File: config.mk
export PLATFORM = sky130hd
export DESIGN_NAME = bbtk_ctrl
export DESIGN_NICKNAME = d
export VERILOG_FILES = /design/src/hdl/bbtk_pkg.sv /design/src/hdl/bbtk_ctrl.sv
export SDC_FILE = /design/constraint.sdc
export NUM_CORES = 1
export LEC_CHECK = 0
export CORE_MARGIN = 8
export CORE_UTILIZATION = 60
export CTS_BUF_LIST = sky130_fd_sc_hd__clkbuf_4 sky130_fd_sc_hd__clkbuf_8
export CTS_CLUSTER_DIAMETER = 30
export DETAILED_ROUTE_END_ITERATION = 6
export DONT_BUFFER_PORTS = 1
export PLACE_DENSITY = 0.76
export SYNTH_ARGS = -nofsm -noshare
export SYNTH_HDL_FRONTEND = slang
export SYNTH_SLANG_ARGS = --single-unit
File: constraint.sdc
create_clock -name clk -period 4.25 [get_ports clk]
set_clock_uncertainty 0.1 [all_clocks]
set_input_delay 0.425 -clock clk [delete_from_list [all_inputs] [get_ports clk]]
set_output_delay 0.425 -clock clk [all_outputs]
set_load 0.02 [all_outputs]
File: src/hdl/bbtk_pkg.sv
// ----------------------------------------------------------------------------
// bbtk_pkg
// Shared types, constants and helpers of the batch-balanced top-k selector.
// ----------------------------------------------------------------------------
package bbtk_pkg;

	localparam int CFG_W   = 4;
	localparam int AFF_W   = 32;
	localparam int COL_W   = 16;
	localparam int BATCH_W = 3;
	localparam int TOT_W   = 2 * CFG_W;

	localparam int DEF_MAX_BATCHES = 8;
	localparam int DEF_MAX_K       = 8;
	localparam int DEF_MAX_COLUMNS = 65536;

	localparam logic REG_BATCH_COUNT = 1'b0;
	localparam logic REG_PER_BATCH_K = 1'b1;

	typedef struct packed {
		logic insert;
		logic emit;
		logic clear;
	} bbtk_cmd_t;

	function automatic logic [CFG_W-1:0] clamp_reg(input logic [CFG_W-1:0] v,
		input logic [CFG_W-1:0] max_v);
		logic [CFG_W-1:0] r;
		if (v == '0)
			r = CFG_W'(1);
		else if (v > max_v)
			r = max_v;
		else
			r = v;
		return r;
	endfunction

	function automatic logic ranks_above(input logic signed [AFF_W-1:0] sa,
		input logic [COL_W-1:0] ca, input logic signed [AFF_W-1:0] sb,
		input logic [COL_W-1:0] cb);
		return (sa > sb) || ((sa == sb) && (ca < cb));
	endfunction

endpackage

File: src/hdl/bbtk_ctrl.sv
// ----------------------------------------------------------------------------
// bbtk_ctrl
// Collect / emit sequencer: takes columns, then issues one result per slot.
// ----------------------------------------------------------------------------
module bbtk_ctrl (
	input  logic                          clk,
	input  logic                          arst_n,
	input  logic                          in_valid,
	input  logic                          in_last,
	output logic                          in_ready,
	output logic                          out_valid,
	output logic                          out_last,
	input  logic                          out_ready,
	input  logic [bbtk_pkg::CFG_W-1:0]    nb,
	input  logic [bbtk_pkg::CFG_W-1:0]    kk,
	output bbtk_pkg::bbtk_cmd_t           cmd
);

	localparam logic ST_COLLECT = 1'b0;
	localparam logic ST_EMIT    = 1'b1;

	logic                          state_q;
	logic [bbtk_pkg::TOT_W-1:0]    idx_q;
	logic                          valid_q;
	logic                          last_q;
	logic [bbtk_pkg::TOT_W-1:0]    total;
	logic                          accept;
	logic                          adv;
	logic                          is_last;

	assign total    = bbtk_pkg::TOT_W'(nb) * bbtk_pkg::TOT_W'(kk);
	assign in_ready = (state_q == ST_COLLECT);
	assign accept   = in_valid && in_ready;
	assign adv      = (state_q == ST_EMIT) && (!valid_q || out_ready);
	assign is_last  = (idx_q + bbtk_pkg::TOT_W'(1)) == total;

	assign cmd.insert = accept;
	assign cmd.emit   = adv;
	assign cmd.clear  = adv && is_last;

	assign out_valid = valid_q;
	assign out_last  = last_q;

	always_ff @(posedge clk or negedge arst_n) begin
		if (!arst_n) begin
			state_q <= ST_COLLECT;
			idx_q   <= '0;
			valid_q <= 1'b0;
			last_q  <= 1'b0;
		end else begin
			if (adv) begin
				valid_q <= 1'b1;
				last_q  <= is_last;
			end else if (out_ready) begin
				valid_q <= 1'b0;
			end
			case (state_q)
				ST_COLLECT: begin
					idx_q <= '0;
					if (accept && in_last)
						state_q <= ST_EMIT;
				end
				ST_EMIT: begin
					if (adv) begin
						if (is_last) begin
							idx_q   <= '0;
							state_q <= ST_COLLECT;
						end else begin
							idx_q <= idx_q + bbtk_pkg::TOT_W'(1);
						end
					end
				end
				default: state_q <= ST_COLLECT;
			endcase
		end
	end

endmodule

After elaboration in Yosys (flattened, before gate mapping). Cells that the tools add are included.

Add/subtract/negate cells: 1. Multiply operators: 1. Div/mod/pow operators: 0. Order comparisons: 0. Equal/unequal tests: 2. Shifts and indexed selects: 0. Mux-type cells: 9. Bitwise operators: 1. Reductions and logical operators: 7.

Operator list (count): 2-to-1 mux 8 bit (2); case mux 8 bit (2 select lines) (1); adder 8 x 1 -> 8 bit, second input constant (1); equality test 8 bit (1); multiplier 4 x 4 -> 8 bit (1); 2-to-1 mux 1 bit (5); logical AND 1 bit (4); inequality test 2 x 1 -> 1 bit, second input constant (1); case mux 1 bit (2 select lines) (1); nonzero test 2 bit (1); zero test 1 bit (1); logical OR 1 bit (1); NOT 1 bit (1).

Flip-flop bits (word level): 11. Latch bits: 0. Memory bits (writable): 0. Memory bits (read-only): 0. Input bits: 13. Output and inout bits: 6. Word-level logic and storage cells: 25. Memories: 0.

Depth between registers and ports, before layout.
Depth after elaboration: 5. Mapped depth: 12. Depth with buffers taken out: 12.

Worst setup path before layout. Ideal clock, no wire load.

Path type: in2out. From: in kk[3] (netlist name). To: out cmd[0] (netlist name). Arrival: 3373 ps. Data required time: 3725 ps. Setup slack: 352 ps. Stages on the path: 10. Path buffers: 0. Path through: nand2_1 fa_1 fa_1 inv_1 fa_1 and3_1 or3_1 a211oi_1 o21ai_1 nor3_2.

RTL lines: from (decl) (RTL line bbtk_ctrl.sv:15) `input logic [bbtk_pkg::CFG_W-1:0] kk,`; to (decl) (RTL line bbtk_ctrl.sv:16) `output bbtk_pkg::bbtk_cmd_t cmd`.

Worst setup path after layout.
From: in kk[3] (netlist name). To: out cmd[0] (netlist name).

Word-level cells in the longest chain between the ends: 3.

RTL lines: multiplier 4 x 4 -> 8 bit (RTL line bbtk_ctrl.sv:31) `assign total = bbtk_pkg::TOT_W'(nb) * bbtk_pkg::TOT_W'(kk);`; equality test 8 bit (RTL line bbtk_ctrl.sv:35) `assign is_last = (idx_q + bbtk_pkg::TOT_W'(1)) == total;`; logical AND 1 bit (RTL line bbtk_ctrl.sv:39) `assign cmd.clear = adv && is_last;`.

No other way between the ends.

==> results_dict.tcl <==
set metrics [dict create \
    clock.fmax_mhz 249 \
    reg2reg_to "idx_q[7]$_DFFE_PN0P_" \
    nNetsFinal 165 \
    syn2layout_area_growth_pct 5.58 \
    p_seq_frac 0.348 \
    cp_max_fo 4 \
    hpwl_um 2050 \
    gp_congestion 0.802 \
    swShare 0.431 \
    overflow 0 \
    num-fill-cells 181 \
    cts_buffers 3 \
    wl_um 2480 \
    ctsLongestPathBuffers 2 \
    dieArea_mm2 0.00366 \
    tns_ns 0 \
    r2r_start "idx_q[0]$_DFFE_PN0P_" \
    drive_above_1_share 0.0821 \
    tightestPinTransition_ns 0.590 \
    finalMaxSlewViolations 0 \
    wl_per_cell_um 15.4 \
    comb_power_share 0.498 \
    grt.total_usage 0.157 \
    die_h_um 60.5 \
    start_util 0.618 \
    hold_viol_final 0 \
    yosysWarningCount 0 \
    max_stage_delay_ns 0.55 \
    crit_type "in2out" \
    postSynthAreaPerCell_um2 9.13 \
    vdd_drop_max_v 0.000338 \
    cts_setup_buffers 0 \
    hold_buffers 1 \
    antenna_cells 0 \
    syn-cell-area_mm2 0.00119 \
    power_switching_mw 0.212 \
    clk_latency_ns 0.27 \
    r2r_slack_ns 1.77 \
    crit_path_start_kind "input port" \
    die_w_um 60.5 \
    clkTransAtPathRegs_ns 0.07 \
    h-tree-depth 1 \
    numPortBuffers 0 \
    startpoint "kk[3]" \
    antenna_found_initial 0 \
    syn_nets 160 \
    row_count 16 \
    outcome "finished clean" \
    seq_area_frac_synth 0.232 \
    synthArstFlopShare 1.00 \
    cts-root-buf "clkbuf_4" \
    setup-violations-final 0 \
    rsz0062_at_grt "false" \
    clkPwrFrac 0.154 \
    min_path_cells 1 \
    power.density_mw_per_mm2 392 \
    drcViolationCount 0 \
    first_global_vias 997 \
    crit_top_cell "fa_1" \
    hold_path.class "in2reg" \
    vias 930 \
    cp.arrival_ns 3.49 \
    core_mm2 0.00192 \
    final_core_util 0.652 \
    cp-end-kind "output pin" \
    power_leakage_nw 0.636 \
    cts_sinks 11 \
    ios 19 \
    grt_pass1_wl_um 4440 \
    rr_worst_depth 7 \
    fin_area_mm2 0.00125 \
    synthCells 130 \
    post_dp_cell_area_mm2 0.00121 \
    crit_chain "nand2_1 > fa_1 > fa_1 > inv_1 > fa_1 > and3_1 > or3_1 > a211oi_1 > o21ai_1 > nor3_2 > buf_4" \
    cp.required_ns 3.72 \
    ys_types 38 \
    synth-seq-cells 11 \
    setup.worst_path.end "cmd[0]" \
    ctsResizeCount 0 \
    grt_max_degree 12 \
    cts_tree "built" \
    maxSlewHeadroom 0.602 \
    drt-initial-drc-count 28 \
    viasPerCell 5.78 \
    antenna_left 0 \
    cp_slowest_cell "fa_1" \
    intPower_mw 0.280 \
    drtPass1Iterations 4 \
    p_total_mw 0.492 \
    synthFlopType "dfrtp_1" \
    cap_viol_max_count 0 \
    fin_crit_ns 4.01 \
    fin_crit_sh 0.944 \
    synth_edf_count 0 \
]
==> critical path, delay by kind of cell <==
kind | cells | cell delay (ns)
buffers and inverters | 2 | 0.24
AOI/OAI and AO/OA | 2 | 0.54
adders and majority gates | 3 | 1.51
and+or+nand+nor | 4 | 0.76
==> registers in the layout (all words and copies together) (netlist names) <==
register / count
idx_q: 8
out_last: 1
out_valid: 1
state_q: 1
==> stage by stage <==
stage / hold WS [ns] / instances / worst slack, ns
2_1_floorplan: 0.0294 / 130 / 0.352
3_3_place_gp: 0.0297 / 156 / 0.314
3_5_place_dp: 0.0297 / 156 / 0.256
4_1_cts: 0.178 / 161 / 0.241
5_1_grt: 0.187 / 161 / 0.00150
6_report: 0.181 / 161 / 0.238
==> power groups by stage <==
stage / registers, mW / clock network [mW] / logic (mW)
after detailed placement: 0.173 / 0 / 0.243
after global placement: 0.171 / 0 / 0.235
after global routing: 0.175 / 0.0819 / 0.277
after floorplan: 0.160 / 0 / 0.209
final: 0.171 / 0.0757 / 0.245
after CTS: 0.171 / 0.0774 / 0.247
==> cell usage in the layout (no fill, tap or decap), drive strengths merged, types with 5 or more instances in the layout <==
master / instances
nand2: 19
dfrtp: 11
inv: 9
ha: 13
o21ai: 10
and3: 5
and2: 8
xnor2: 6
==> worst min-delay path by stage <==
stage	startpoint	endpoint
floorplan	arst_n	idx_q[0]$_DFFE_PN0P_
global placement	arst_n	idx_q[0]$_DFFE_PN0P_
detailed placement	arst_n	idx_q[0]$_DFFE_PN0P_
CTS	in_last	state_q$_DFF_PN0_
global route	in_last	state_q$_DFF_PN0_
finish	in_last	state_q$_DFF_PN0_
==> cell families (layout without fill, tap and decap cells) <==
group | count (synthesis) | count (layout) | share of synthesized area
flops | 11 | 11 | 0.232
xor+xnor | 11 | 11 | 0.117
fa+ha+maj | 17 | 17 | 0.204
compound gates | 31 | 31 | 0.179
buf+inv | 11 | 15 | 0.0411
simple gates | 49 | 49 | 0.227
==> layout make-up <==
class	instances	area (um2)	share of cell area
Clock buffer	4	30.0	0.0240
Sequential cell	11	275	0.220
Inverter	9	33.8	0.0269
Tap cell	27	33.8	0.0269
Multi-Input combinational cell	108	863	0.689
Timing Repair Buffer	2	17.5	0.0140
==> metal layers <==
metal	routed length [um]	GRT usage	part of all wire
met2	1260	0.253	0.51
met5	0	0	0
met1	1130	0.212	0.45
met3	82	0.0318	0.033
met4	14	0.0299	0.0056
==> cell usage after synthesis (all sizes together) (2+ instances only) <==
| cell | number | area share |
|---|---|---|
| buf | 2 | 0.013 |
| xnor3 | 2 | 0.038 |
| and3 | 5 | 0.032 |
| a21o | 4 | 0.025 |
| nor3 | 4 | 0.021 |
| a21oi | 4 | 0.017 |
| nand3 | 4 | 0.021 |
| nor2b | 2 | 0.011 |
| and2 | 8 | 0.042 |
| nor2 | 2 | 0.0063 |
| o21ai | 10 | 0.045 |
| o21a | 3 | 0.019 |
| xnor2 | 6 | 0.044 |
| ha | 13 | 0.14 |
| xor2 | 2 | 0.015 |
| inv | 9 | 0.028 |
| o211a | 2 | 0.017 |
| dfrtp | 11 | 0.23 |
| a211oi | 2 | 0.013 |
| o211ai | 2 | 0.013 |
| fa | 4 | 0.067 |
| nand2 | 19 | 0.060 |
Power figures use the tool's default switching activity.
